[src/rtl/core/ready_table_cpu_dispatcher_unit_defines.svh]
// Assertion macros for the ready table dispatcher.
`ifndef READY_TABLE_CPU_DISPATCHER_UNIT_DEFINES_SVH
`define READY_TABLE_CPU_DISPATCHER_UNIT_DEFINES_SVH
`ifndef SYNTH
`define RTD_ASSERT(label, clk, rst_n, prop) \
  label: assert property (@(posedge clk) disable iff (!rst_n) prop) \
    else $error("assertion failed");
`define RTD_ASSERT_ALWAYS(label, clk, prop) \
  label: assert property (@(posedge clk) prop) else $error("assertion failed");
`else
`define RTD_ASSERT(label, clk, rst_n, prop)
`define RTD_ASSERT_ALWAYS(label, clk, prop)
`endif
`endif

[src/rtl/core/rtd_pkg.sv]
// Shared types and constants of the ready table dispatcher.
`default_nettype none
package rtd_pkg;
  localparam logic [1:0] CMD_ADMIT    = 2'd0;
  localparam logic [1:0] CMD_SCHEDULE = 2'd1;
  localparam logic [1:0] CMD_RELEASE  = 2'd2;

  localparam logic [1:0] POL_FCFS = 2'd0;
  localparam logic [1:0] POL_RR   = 2'd1;
  localparam logic [1:0] POL_SJF  = 2'd2;
  localparam logic [1:0] POL_SRTF = 2'd3;

  localparam logic [1:0] ST_OK     = 2'd0;
  localparam logic [1:0] ST_NONE   = 2'd1;
  localparam logic [1:0] ST_FULL   = 2'd2;
  localparam logic [1:0] ST_BUSY   = 2'd3;

  localparam logic [15:0] SEQ_MID = 16'h8000;
  localparam logic [15:0] QUANTUM_RESET = 16'd5;
  localparam logic [47:0] MAX48 = 48'hFFFF_FFFF_FFFF;

  localparam logic [1:0] REG_POLICY = 2'd0;
  localparam logic [1:0] REG_SLICE  = 2'd1;

  // One table entry as held in the slot memory.
  typedef struct packed {
    logic [15:0] proc;
    logic [15:0] burst;
    logic [31:0] entered;
    logic        was_cut;
    logic [15:0] order;
  } slot_t;

  typedef struct packed {
    logic [1:0]  status;
    logic        dispatched;
    logic [15:0] chosen_id;
    logic [15:0] slice_len;
    logic [15:0] left_over;
    logic        did_preempt;
    logic [15:0] preempted_id;
    logic [47:0] arrival_sum;
    logic [47:0] wait_sum;
  } result_t;
endpackage
`default_nettype wire

[src/rtl/core/ready_table_cpu_dispatcher_unit.sv]
// Ready table CPU dispatcher: admit, schedule and release over a slot memory.
// The input channel carries one command word: admit, schedule or release.
// Each accepted word yields exactly one result word on the output channel.
// Admit and release pass through the done and emit states to the result.
// Schedule scans the slot memory one entry a cycle to find the first entry or
// the shortest burst, then fetches the chosen entry and, on a preemption,
// writes the runner back; the single read port sets the pace of the scan.
// One word is in work at a time; a new word is accepted once the previous
// result has moved into the output register, even while that register waits.
// Per-slot valid bits sit in flip-flops and reset clears them at once, so
// no clearing pass is needed. Reset also empties the CPUs, zeroes the
// totals, sets policy to first come first serve and the quantum to 5.
// When the receiver stalls, the result holds in the output register and the
// block stops accepting after finishing at most one more word.
// Configuration uses an APB-style port with pready always high; policy lies
// at address 0 and the quantum at address 4.
`default_nettype none
`include "ready_table_cpu_dispatcher_unit_defines.svh"
module ready_table_cpu_dispatcher_unit #(
  parameter int TABLE_SLOTS = 16,
  parameter int CPU_COUNT = 4
) (
  input  wire logic        clk,
  input  wire logic        rst_n,
  input  wire logic        in_valid,
  output logic             in_ready,
  input  wire logic [1:0]  in_command,
  input  wire logic [1:0]  in_cpu_index,
  input  wire logic [15:0] in_proc_id,
  input  wire logic [15:0] in_burst_len,
  input  wire logic        in_resumed,
  input  wire logic [31:0] in_now,
  input  wire logic [15:0] in_running_left,
  output logic             out_valid,
  input  wire logic        out_ready,
  output logic [1:0]       out_status,
  output logic             out_dispatched,
  output logic [15:0]      out_chosen_id,
  output logic [15:0]      out_slice_len,
  output logic [15:0]      out_left_over,
  output logic             out_did_preempt,
  output logic [15:0]      out_preempted_id,
  output logic [47:0]      out_arrival_sum,
  output logic [47:0]      out_wait_sum,
  input  wire logic        psel,
  input  wire logic        penable,
  input  wire logic        pwrite,
  input  wire logic [2:0]  paddr,
  input  wire logic [31:0] pwdata,
  output logic [31:0]      prdata,
  output logic             pready
);
  localparam int AW = (TABLE_SLOTS > 1) ? $clog2(TABLE_SLOTS) : 1;
  localparam int CW = (CPU_COUNT > 1) ? $clog2(CPU_COUNT) : 1;
  localparam int SCW = AW + 1;
  localparam logic [SCW-1:0] LAST_SLOT = SCW'(TABLE_SLOTS - 1);

  typedef enum logic [5:0] {
    S_IDLE  = 6'b000001,
    S_SCAN  = 6'b000010,
    S_LAST  = 6'b000100,
    S_FETCH = 6'b001000,
    S_DONE  = 6'b010000,
    S_EMIT  = 6'b100000
  } state_t;

  state_t state_r, state_nxt;

  // Configuration registers.
  logic [1:0]  policy_r;
  logic [15:0] slice_r;
  logic [1:0]  reg_sel;
  assign reg_sel = paddr[2] ? rtd_pkg::REG_SLICE : rtd_pkg::REG_POLICY;
  assign pready = 1'b1;
  always_ff @(posedge clk) begin
    if (!rst_n) begin
      policy_r <= rtd_pkg::POL_FCFS;
      slice_r  <= rtd_pkg::QUANTUM_RESET;
    end else if (psel && penable && pwrite && paddr[1:0] == 2'd0) begin
      unique case (reg_sel)
        rtd_pkg::REG_POLICY: policy_r <= pwdata[1:0];
        default:             slice_r  <= pwdata[15:0];
      endcase
    end
  end
  always_comb begin
    prdata = 32'd0;
    if (paddr == 3'd0) prdata = {30'd0, policy_r};
    else if (paddr == 3'd4) prdata = {16'd0, slice_r};
  end

  // Latched command word.
  logic [1:0]  cmd_r;
  logic [15:0] pid_r, burst_r, rleft_r;
  logic [1:0]  cpu_r;
  logic        res_r;
  logic [31:0] now_r;

  logic [TABLE_SLOTS-1:0] valid_r;
  logic [CPU_COUNT-1:0]   busy_r;
  logic [15:0]            cpu_proc_r [CPU_COUNT];
  logic [15:0]            front_r, back_r;
  logic [47:0]            arr_r, wait_r;

  // Scan state.
  logic [SCW-1:0] scan_r;
  logic [AW-1:0]  rd_idx_r;
  logic           rd_live_r;
  logic           best_ok_r;
  logic [AW-1:0]  best_idx_r;
  logic [15:0]    best_key_r, best_burst_r;

  // Output register, fed from a staging register that holds a finished word.
  logic           out_valid_r;
  rtd_pkg::result_t res_q_r, res_s_r, res_nxt;

  logic in_fire;
  assign in_ready = state_r == S_IDLE;
  assign in_fire = in_valid && in_ready;

  // Slot memory.
  logic           mem_we;
  logic [AW-1:0]  mem_waddr, mem_raddr;
  rtd_pkg::slot_t mem_wdata, mem_rdata;
  rtd_slot_mem #(.DEPTH(TABLE_SLOTS), .AW(AW)) u_mem (
    .clk(clk), .we(mem_we), .waddr(mem_waddr), .wdata(mem_wdata),
    .raddr(mem_raddr), .rdata(mem_rdata)
  );

  // Lowest free slot.
  logic          free_ok;
  logic [AW-1:0] free_idx;
  always_comb begin
    free_ok = 1'b0;
    free_idx = '0;
    for (int i = TABLE_SLOTS - 1; i >= 0; i--) begin
      if (!valid_r[i]) begin
        free_ok = 1'b1;
        free_idx = AW'(i);
      end
    end
  end

  logic cpu_ok;
  logic [CW-1:0] cpu_sel;
  assign cpu_ok = 32'(cpu_r) < CPU_COUNT;
  assign cpu_sel = CW'(cpu_r);

  // Comparison of the entry read last cycle against the best so far.
  logic [15:0] cur_key;
  logic        take;
  logic        by_burst;
  assign by_burst = policy_r[1];
  assign cur_key = mem_rdata.order - front_r;
  always_comb begin
    take = 1'b0;
    if (rd_live_r && valid_r[rd_idx_r]) begin
      if (!best_ok_r) take = 1'b1;
      else if (by_burst)
        take = mem_rdata.burst < best_burst_r ||
               (mem_rdata.burst == best_burst_r && cur_key < best_key_r);
      else take = cur_key < best_key_r;
    end
  end

  // Decision once the chosen entry is fetched.
  logic        srtf, busy_c, preempt_c, go_c;
  logic [1:0]  sched_status;
  logic [32:0] wdiff;
  logic [48:0] arr_add, wait_add;
  logic        add_arr;
  always_comb begin
    srtf = policy_r == rtd_pkg::POL_SRTF;
    busy_c = busy_r[cpu_sel];
    go_c = 1'b0;
    sched_status = rtd_pkg::ST_OK;
    if (!srtf && busy_c) sched_status = rtd_pkg::ST_BUSY;
    else if (!best_ok_r) sched_status = rtd_pkg::ST_NONE;
    else if (srtf && busy_c && rleft_r <= mem_rdata.burst) sched_status = rtd_pkg::ST_BUSY;
    else go_c = 1'b1;
    preempt_c = go_c && srtf && busy_c;
    add_arr = policy_r == rtd_pkg::POL_FCFS || policy_r == rtd_pkg::POL_SJF ||
              !mem_rdata.was_cut;
    wdiff = {1'b0, now_r} - {1'b0, mem_rdata.entered};
    arr_add = {1'b0, arr_r} + {17'd0, now_r};
    wait_add = {1'b0, wait_r} + {17'd0, wdiff[31:0]};
  end

  always_comb begin
    res_nxt = '0;
    res_nxt.status = rtd_pkg::ST_NONE;
    res_nxt.arrival_sum = arr_r;
    res_nxt.wait_sum = wait_r;
    if (cmd_r == rtd_pkg::CMD_ADMIT) begin
      res_nxt.status = free_ok ? rtd_pkg::ST_OK : rtd_pkg::ST_FULL;
    end else if (cmd_r == rtd_pkg::CMD_RELEASE && cpu_ok) begin
      res_nxt.status = rtd_pkg::ST_OK;
    end else if (cmd_r == rtd_pkg::CMD_SCHEDULE && cpu_ok) begin
      res_nxt.status = sched_status;
      if (go_c) begin
        res_nxt.dispatched = 1'b1;
        res_nxt.chosen_id = mem_rdata.proc;
        res_nxt.slice_len = mem_rdata.burst;
        if (policy_r == rtd_pkg::POL_RR && mem_rdata.burst > slice_r) begin
          res_nxt.slice_len = slice_r;
          res_nxt.left_over = mem_rdata.burst - slice_r;
        end
        res_nxt.did_preempt = preempt_c;
        res_nxt.preempted_id = preempt_c ? cpu_proc_r[cpu_sel] : 16'd0;
        if (add_arr) res_nxt.arrival_sum = arr_add[48] ? rtd_pkg::MAX48 : arr_add[47:0];
        if (!wdiff[32])
          res_nxt.wait_sum = wait_add[48] ? rtd_pkg::MAX48 : wait_add[47:0];
      end
    end
  end

  // Memory port control. The last scanned entry may itself win, so the fetch
  // address follows the comparison made in that cycle.
  always_comb begin
    mem_raddr = scan_r[AW-1:0];
    if (state_r == S_LAST) mem_raddr = take ? rd_idx_r : best_idx_r;
    mem_we = 1'b0;
    mem_waddr = free_idx;
    mem_wdata.proc = pid_r;
    mem_wdata.burst = burst_r;
    mem_wdata.entered = now_r;
    mem_wdata.was_cut = res_r;
    mem_wdata.order = back_r;
    if (state_r == S_DONE && cmd_r == rtd_pkg::CMD_ADMIT) mem_we = free_ok;
    if (state_r == S_FETCH && cmd_r == rtd_pkg::CMD_SCHEDULE && cpu_ok && preempt_c) begin
      mem_we = 1'b1;
      mem_waddr = best_idx_r;
      mem_wdata.proc = cpu_proc_r[cpu_sel];
      mem_wdata.burst = rleft_r;
      mem_wdata.was_cut = 1'b1;
      mem_wdata.order = front_r - 16'd1;
    end
  end

  always_comb begin
    state_nxt = state_r;
    unique case (state_r)
      S_IDLE:  if (in_fire) state_nxt = (in_command == rtd_pkg::CMD_SCHEDULE) ? S_SCAN : S_DONE;
      S_SCAN:  if (scan_r == LAST_SLOT) state_nxt = S_LAST;
      S_LAST:  state_nxt = S_FETCH;
      S_FETCH: state_nxt = S_EMIT;
      S_DONE:  state_nxt = S_EMIT;
      S_EMIT:  if (!out_valid_r || out_ready) state_nxt = S_IDLE;
      default: state_nxt = S_IDLE;
    endcase
  end

  logic [TABLE_SLOTS-1:0] valid_after;
  always_comb begin
    valid_after = valid_r;
    if (go_c) valid_after[best_idx_r] = preempt_c;
  end

  always_ff @(posedge clk) begin
    if (!rst_n) begin
      state_r <= S_IDLE;
      valid_r <= '0;
      busy_r <= '0;
      for (int c = 0; c < CPU_COUNT; c++) cpu_proc_r[c] <= 16'd0;
      front_r <= rtd_pkg::SEQ_MID;
      back_r <= rtd_pkg::SEQ_MID;
      arr_r <= '0;
      wait_r <= '0;
      out_valid_r <= 1'b0;
      rd_live_r <= 1'b0;
      best_ok_r <= 1'b0;
    end else begin
      state_r <= state_nxt;
      if (state_r == S_EMIT && (!out_valid_r || out_ready)) out_valid_r <= 1'b1;
      else if (out_valid_r && out_ready) out_valid_r <= 1'b0;
      rd_live_r <= state_r == S_SCAN;
      if (in_fire) begin
        best_ok_r <= 1'b0;
      end else if (take) begin
        best_ok_r <= 1'b1;
      end
      if (state_r == S_DONE && cmd_r == rtd_pkg::CMD_ADMIT && free_ok) begin
        valid_r[free_idx] <= 1'b1;
        back_r <= back_r + 16'd1;
      end
      if (state_r == S_DONE && cmd_r == rtd_pkg::CMD_RELEASE && cpu_ok) begin
        busy_r[cpu_sel] <= 1'b0;
        cpu_proc_r[cpu_sel] <= 16'd0;
      end
      if (state_r == S_FETCH && cmd_r == rtd_pkg::CMD_SCHEDULE && cpu_ok && go_c) begin
        valid_r <= valid_after;
        busy_r[cpu_sel] <= 1'b1;
        cpu_proc_r[cpu_sel] <= mem_rdata.proc;
        arr_r <= res_nxt.arrival_sum;
        wait_r <= res_nxt.wait_sum;
        if (valid_after == '0) begin
          front_r <= rtd_pkg::SEQ_MID;
          back_r <= rtd_pkg::SEQ_MID;
        end else if (preempt_c) begin
          front_r <= front_r - 16'd1;
        end
      end
    end
  end

  always_ff @(posedge clk) begin
    if (in_fire) begin
      cmd_r <= in_command;
      cpu_r <= in_cpu_index;
      pid_r <= in_proc_id;
      burst_r <= in_burst_len;
      res_r <= in_resumed;
      now_r <= in_now;
      rleft_r <= in_running_left;
      scan_r <= '0;
    end else if (state_r == S_SCAN && scan_r != LAST_SLOT) begin
      scan_r <= scan_r + SCW'(1);
    end
    rd_idx_r <= scan_r[AW-1:0];
    if (take) begin
      best_idx_r <= rd_idx_r;
      best_key_r <= cur_key;
      best_burst_r <= mem_rdata.burst;
    end
    if (state_r == S_FETCH || state_r == S_DONE) res_s_r <= res_nxt;
    if (state_r == S_EMIT && (!out_valid_r || out_ready)) res_q_r <= res_s_r;
  end

  assign out_valid = out_valid_r;
  assign out_status = res_q_r.status;
  assign out_dispatched = res_q_r.dispatched;
  assign out_chosen_id = res_q_r.chosen_id;
  assign out_slice_len = res_q_r.slice_len;
  assign out_left_over = res_q_r.left_over;
  assign out_did_preempt = res_q_r.did_preempt;
  assign out_preempted_id = res_q_r.preempted_id;
  assign out_arrival_sum = res_q_r.arrival_sum;
  assign out_wait_sum = res_q_r.wait_sum;

  `RTD_ASSERT(a_accept_idle, clk, rst_n, in_fire |-> state_r == S_IDLE)
  `RTD_ASSERT(a_dispatch_busy, clk, rst_n, ($rose(out_valid_r) && out_dispatched) |-> busy_r != '0)
  `RTD_ASSERT(a_preempt_dispatch, clk, rst_n, (out_valid_r && out_did_preempt) |-> out_dispatched)
  `RTD_ASSERT(a_arrival_mono, clk, rst_n, arr_r >= $past(arr_r) || $past(!rst_n))
endmodule
`default_nettype wire

[src/rtl/core/rtd_slot_mem.sv]
// Synchronous slot memory, one write and one registered read port.
`default_nettype none
module rtd_slot_mem #(
  parameter int DEPTH = 16,
  parameter int AW = 4
) (
  input  wire logic            clk,
  input  wire logic            we,
  input  wire logic [AW-1:0]   waddr,
  input  wire rtd_pkg::slot_t  wdata,
  input  wire logic [AW-1:0]   raddr,
  output rtd_pkg::slot_t       rdata
);
  rtd_pkg::slot_t mem [DEPTH];
  always_ff @(posedge clk) begin
    if (we) mem[waddr] <= wdata;
    rdata <= mem[raddr];
  end
endmodule
`default_nettype wire

[config.mk]
export PLATFORM = sky130hd
export DESIGN_NAME = ready_table_cpu_dispatcher_unit
export DESIGN_NICKNAME = d
export VERILOG_FILES = /design/src/rtl/core/rtd_pkg.sv /design/src/rtl/core/ready_table_cpu_dispatcher_unit.sv /design/src/rtl/core/rtd_slot_mem.sv
export VERILOG_INCLUDE_DIRS = /design/src /design/src/rtl/core
export SDC_FILE = /design/constraint.sdc
export NUM_CORES = 2
export LEC_CHECK = 0
export ABC_AREA = 1
export BUFFER_PORTS_ARGS = -buffer_cell sky130_fd_sc_hd__buf_2
export CAP_MARGIN = 20
export CORE_ASPECT_RATIO = 1.25
export CORE_MARGIN = 1.5
export CORE_UTILIZATION = 40
export CTS_CLUSTER_DIAMETER = 80
export CTS_CLUSTER_SIZE = 30
export DETAILED_ROUTE_END_ITERATION = 6
export REMOVE_ABC_BUFFERS = 1
export SYNTH_ARGS = -nofsm -noshare
export SYNTH_HDL_FRONTEND = slang
export SYNTH_SLANG_ARGS = --single-unit
[constraint.sdc]
create_clock -name clk -period 18.15 [get_ports clk]
set_clock_uncertainty 0.2 [all_clocks]
set_input_delay 0 -clock clk [delete_from_list [all_inputs] [get_ports clk]]
set_output_delay 0 -clock clk [all_outputs]
set_load 0.05 [all_outputs]
==> impl_metrics.ini <==
[clock_network]
insertion_delay_ns = 0.81
clkTransAtPathRegs_ns = 0.10
cts_sinks = 2076
cts_root_buffer = clkbuf_16
cts_buffers = 105
h-tree-depth = 3
tritoncts = done
cts_buffer_depth = 3

[place]
place_area_sq_um = 97900
dp_cells = 12500
post-dp-hpwl_mm = 153
io_buffers = 292
globalplace.congestion = 0.896

[synthesis]
synthArstFlopShare_pct = 0
synth_xor_area_share_pct = 1.12
ys.flop_type = edfxtp_1
synth.area.top_cells = edfxtp_1, nand2_1, inv_1
synth-edff-count = 1805
yosysTopAreaCellShare_pct = 58.0
synthCells = 9301
synthSimpleGateAreaFrac_pct = 17.9
synth.most_common_cell = nand2_1
synth-compound-area-share_pct = 4.74
seq_area_frac_synth_pct = 63.8
syn-cell-area_sq_um = 93500
yosysTopAreaCell = edfxtp_1
synth_cell_types = 65
syn_area_per_cell_sq_um = 10.1
synth_mux_area_share_pct = 0.0642
ys_warn_count = 0
synthTopCellsByCount = nand2_1, inv_1, edfxtp_1
synth_top_family_by_area = simple AND/OR/NAND/NOR gates
ys_ff_latch = 2076
yosys.area_share.adder_pct = 2.56

[global_routing]
met2_usage_pct = 37.4
overflow = 0
grt_pass1_vias = 62900
antenna_found_initial = 8
grt_util_all_layers_pct = 21.1
grt_pass1_wl_mm = 382
grt.met1_usage_pct = 26.4
busiest_layer = met2
gr-usage-met3_pct = 1.97
grt_max_degree = 212

[timing]
fin_hold_ws_ns = 0.137
slew_headroom_pct = 24.3
max_freq_mhz = 105
timing.setup.tns_ns = 0
period_needed_ns = 9.50
worst_pin_slew_ns = 1.13
drv_slew = 0
setup_viol = 0
fin_crit_sh_pct = 52.3
rsz0062_at_grt = no
hold_viol = 0

[power_and_ir_drop]
peakVddDrop_v = 0.000127
p_leak_nw = 44.2
p_total_mw = 12.8
p_per_area_nw_per_um2 = 123

[final_layout]
final_area_sq_um = 104000
layoutNonFillerInstCount = 12900
nNetsFinal = 10000
layout-drive-gt1-share_pct = 7.17
fillCellCount = 21600
areaGrowthSynthToFinish_pct = 11.4

[critical_path]
crit_slowest_cell = nand2_8
critPathArrivalTime_ns = 9.97
critPathMaxStageDelay_ns = 0.96
worstSetupEndpointType = flop
crit_type = flop to flop
crit_top_cell = nand2_1
crit_required_ns = 18.63
critPathLaunchType = flop
path_max_fanout = 126

[floorplanning]
rows = 198
pin_count = 326
die_x_um = 435
die-height_um = 544
die_area_sq_um = 237000
core_area_sq_um = 233000
start_util_pct = 40.2

[route]
post_drt_wl_per_cell_um = 19.9
vias_per_cell = 5.08
vias = 65500
wl_mm = 257
ant_nets = 0
drc_errors = 0
drt_iter0_markers = 5532
first_pass_iters = 5

[min_path]
hold_path.class = input port to flop

[outcome]
outcome = completed

[flow_run]
max_cap_violations = 0
## worst max-delay path, delay by kind of cell (launching register included)
kind | cells | cell delay (ns)
simple gates | 21 | 4.10
buf+inv | 5 | 2.66
compound gates | 6 | 0.98
fa+ha+maj | 2 | 0.65
flops | 1 | 0.39
## logic make-up after synthesis
group / count (synthesis)
xor+xnor: 120
mux: 6
buf+inv: 2230
other cells: 2
simple gates: 3888
fa+ha+maj: 188
flops: 2076
compound gates: 791
## path summary, 6_finish.rpt
check	start	end	slack [ns]	cells past startpoint
worst min register to register	scan_r[3]	rd_idx_r[3]	0.19	0
worst max-delay path	front_r[2]	u_mem.rdata[15]	8.65	34
worst max register to register	front_r[2]	u_mem.rdata[15]	8.65	34
worst min-delay path	rst_n	rd_live_r	0.14	5
## sequential cells by signal, summed over array words and instances (netlist names), 32 cells and up, named ones only
register         flops
cpu_proc_r          64
now_r               32
u_mem.rdata         81
out_wait_sum        48
out_arrival_sum     48
wait_r              48
res_s_r            164
arr_r               48
u_mem.mem         1296
## layout by cell type, fill, tap and decap left out, types with 25 or more instances in the layout
cell type         n
a21oi_1         293
a22oi_1          26
a31oi_1          29
buf_2           292
buf_4           119
clkbuf_16       107
dfxtp_1         271
dlygate4sd3_1   236
edfxtp_1       1805
ha_1            183
inv_1          1822
inv_2            25
nand2_1        2055
nand3_1        1361
nand4_1          28
nor2_1          309
nor3_1           45
o21ai_0         281
o22ai_1          41
xnor2_1          51
xor2_1           69
## report_power, final
group / internal, mW / switching (mW)
clock network: 1.25 / 1.71
registers: 5.58 / 0.199
logic: 1.25 / 2.78
## routing by layer
layer	share of wire (%)	vias to the layer above
met5	0	-
met4	4.0	0
met3	5.2	498
met2	50	2077
met1	41	31700
li1	-	31200
## per-stage QoR
| stage | utilization [%] | setup slack [ns] |
|---|---|---|
| 2_1_floorplan | - | 2.99 |
| 3_3_place_gp | 42.1 | 8.80 |
| 3_5_place_dp | 42.1 | 8.79 |
| 4_1_cts | 44.7 | 8.68 |
| 5_1_grt | 44.8 | 7.79 |
| 6_report | 44.8 | 8.65 |
## final cells by class
| type | instances | area, sq um | share of cell area, % |
|---|---|---|---|
| Antenna cell | 5 | 12.5 | 0.0120 |
| Sequential cell | 2076 | 59600 | 57.3 |
| Tap cell | 3100 | 3880 | 3.73 |
| Inverter | 1852 | 6960 | 6.69 |
| Multi-Input combinational cell | 5010 | 25000 | 24.0 |
| Clock buffer | 122 | 2750 | 2.64 |
| Timing Repair Buffer | 654 | 4860 | 4.67 |
| Clock inverter | 77 | 1050 | 1.01 |
## repair_timing
item	4_1_cts	5_1_grt
resized for setup	0	0
setup buffers	0	0
hold buffers	236	0
endpoints found under the hold margin	222	0
setup endpoints to repair	0	0
Note: power is estimated with default switching activity, not from simulation.
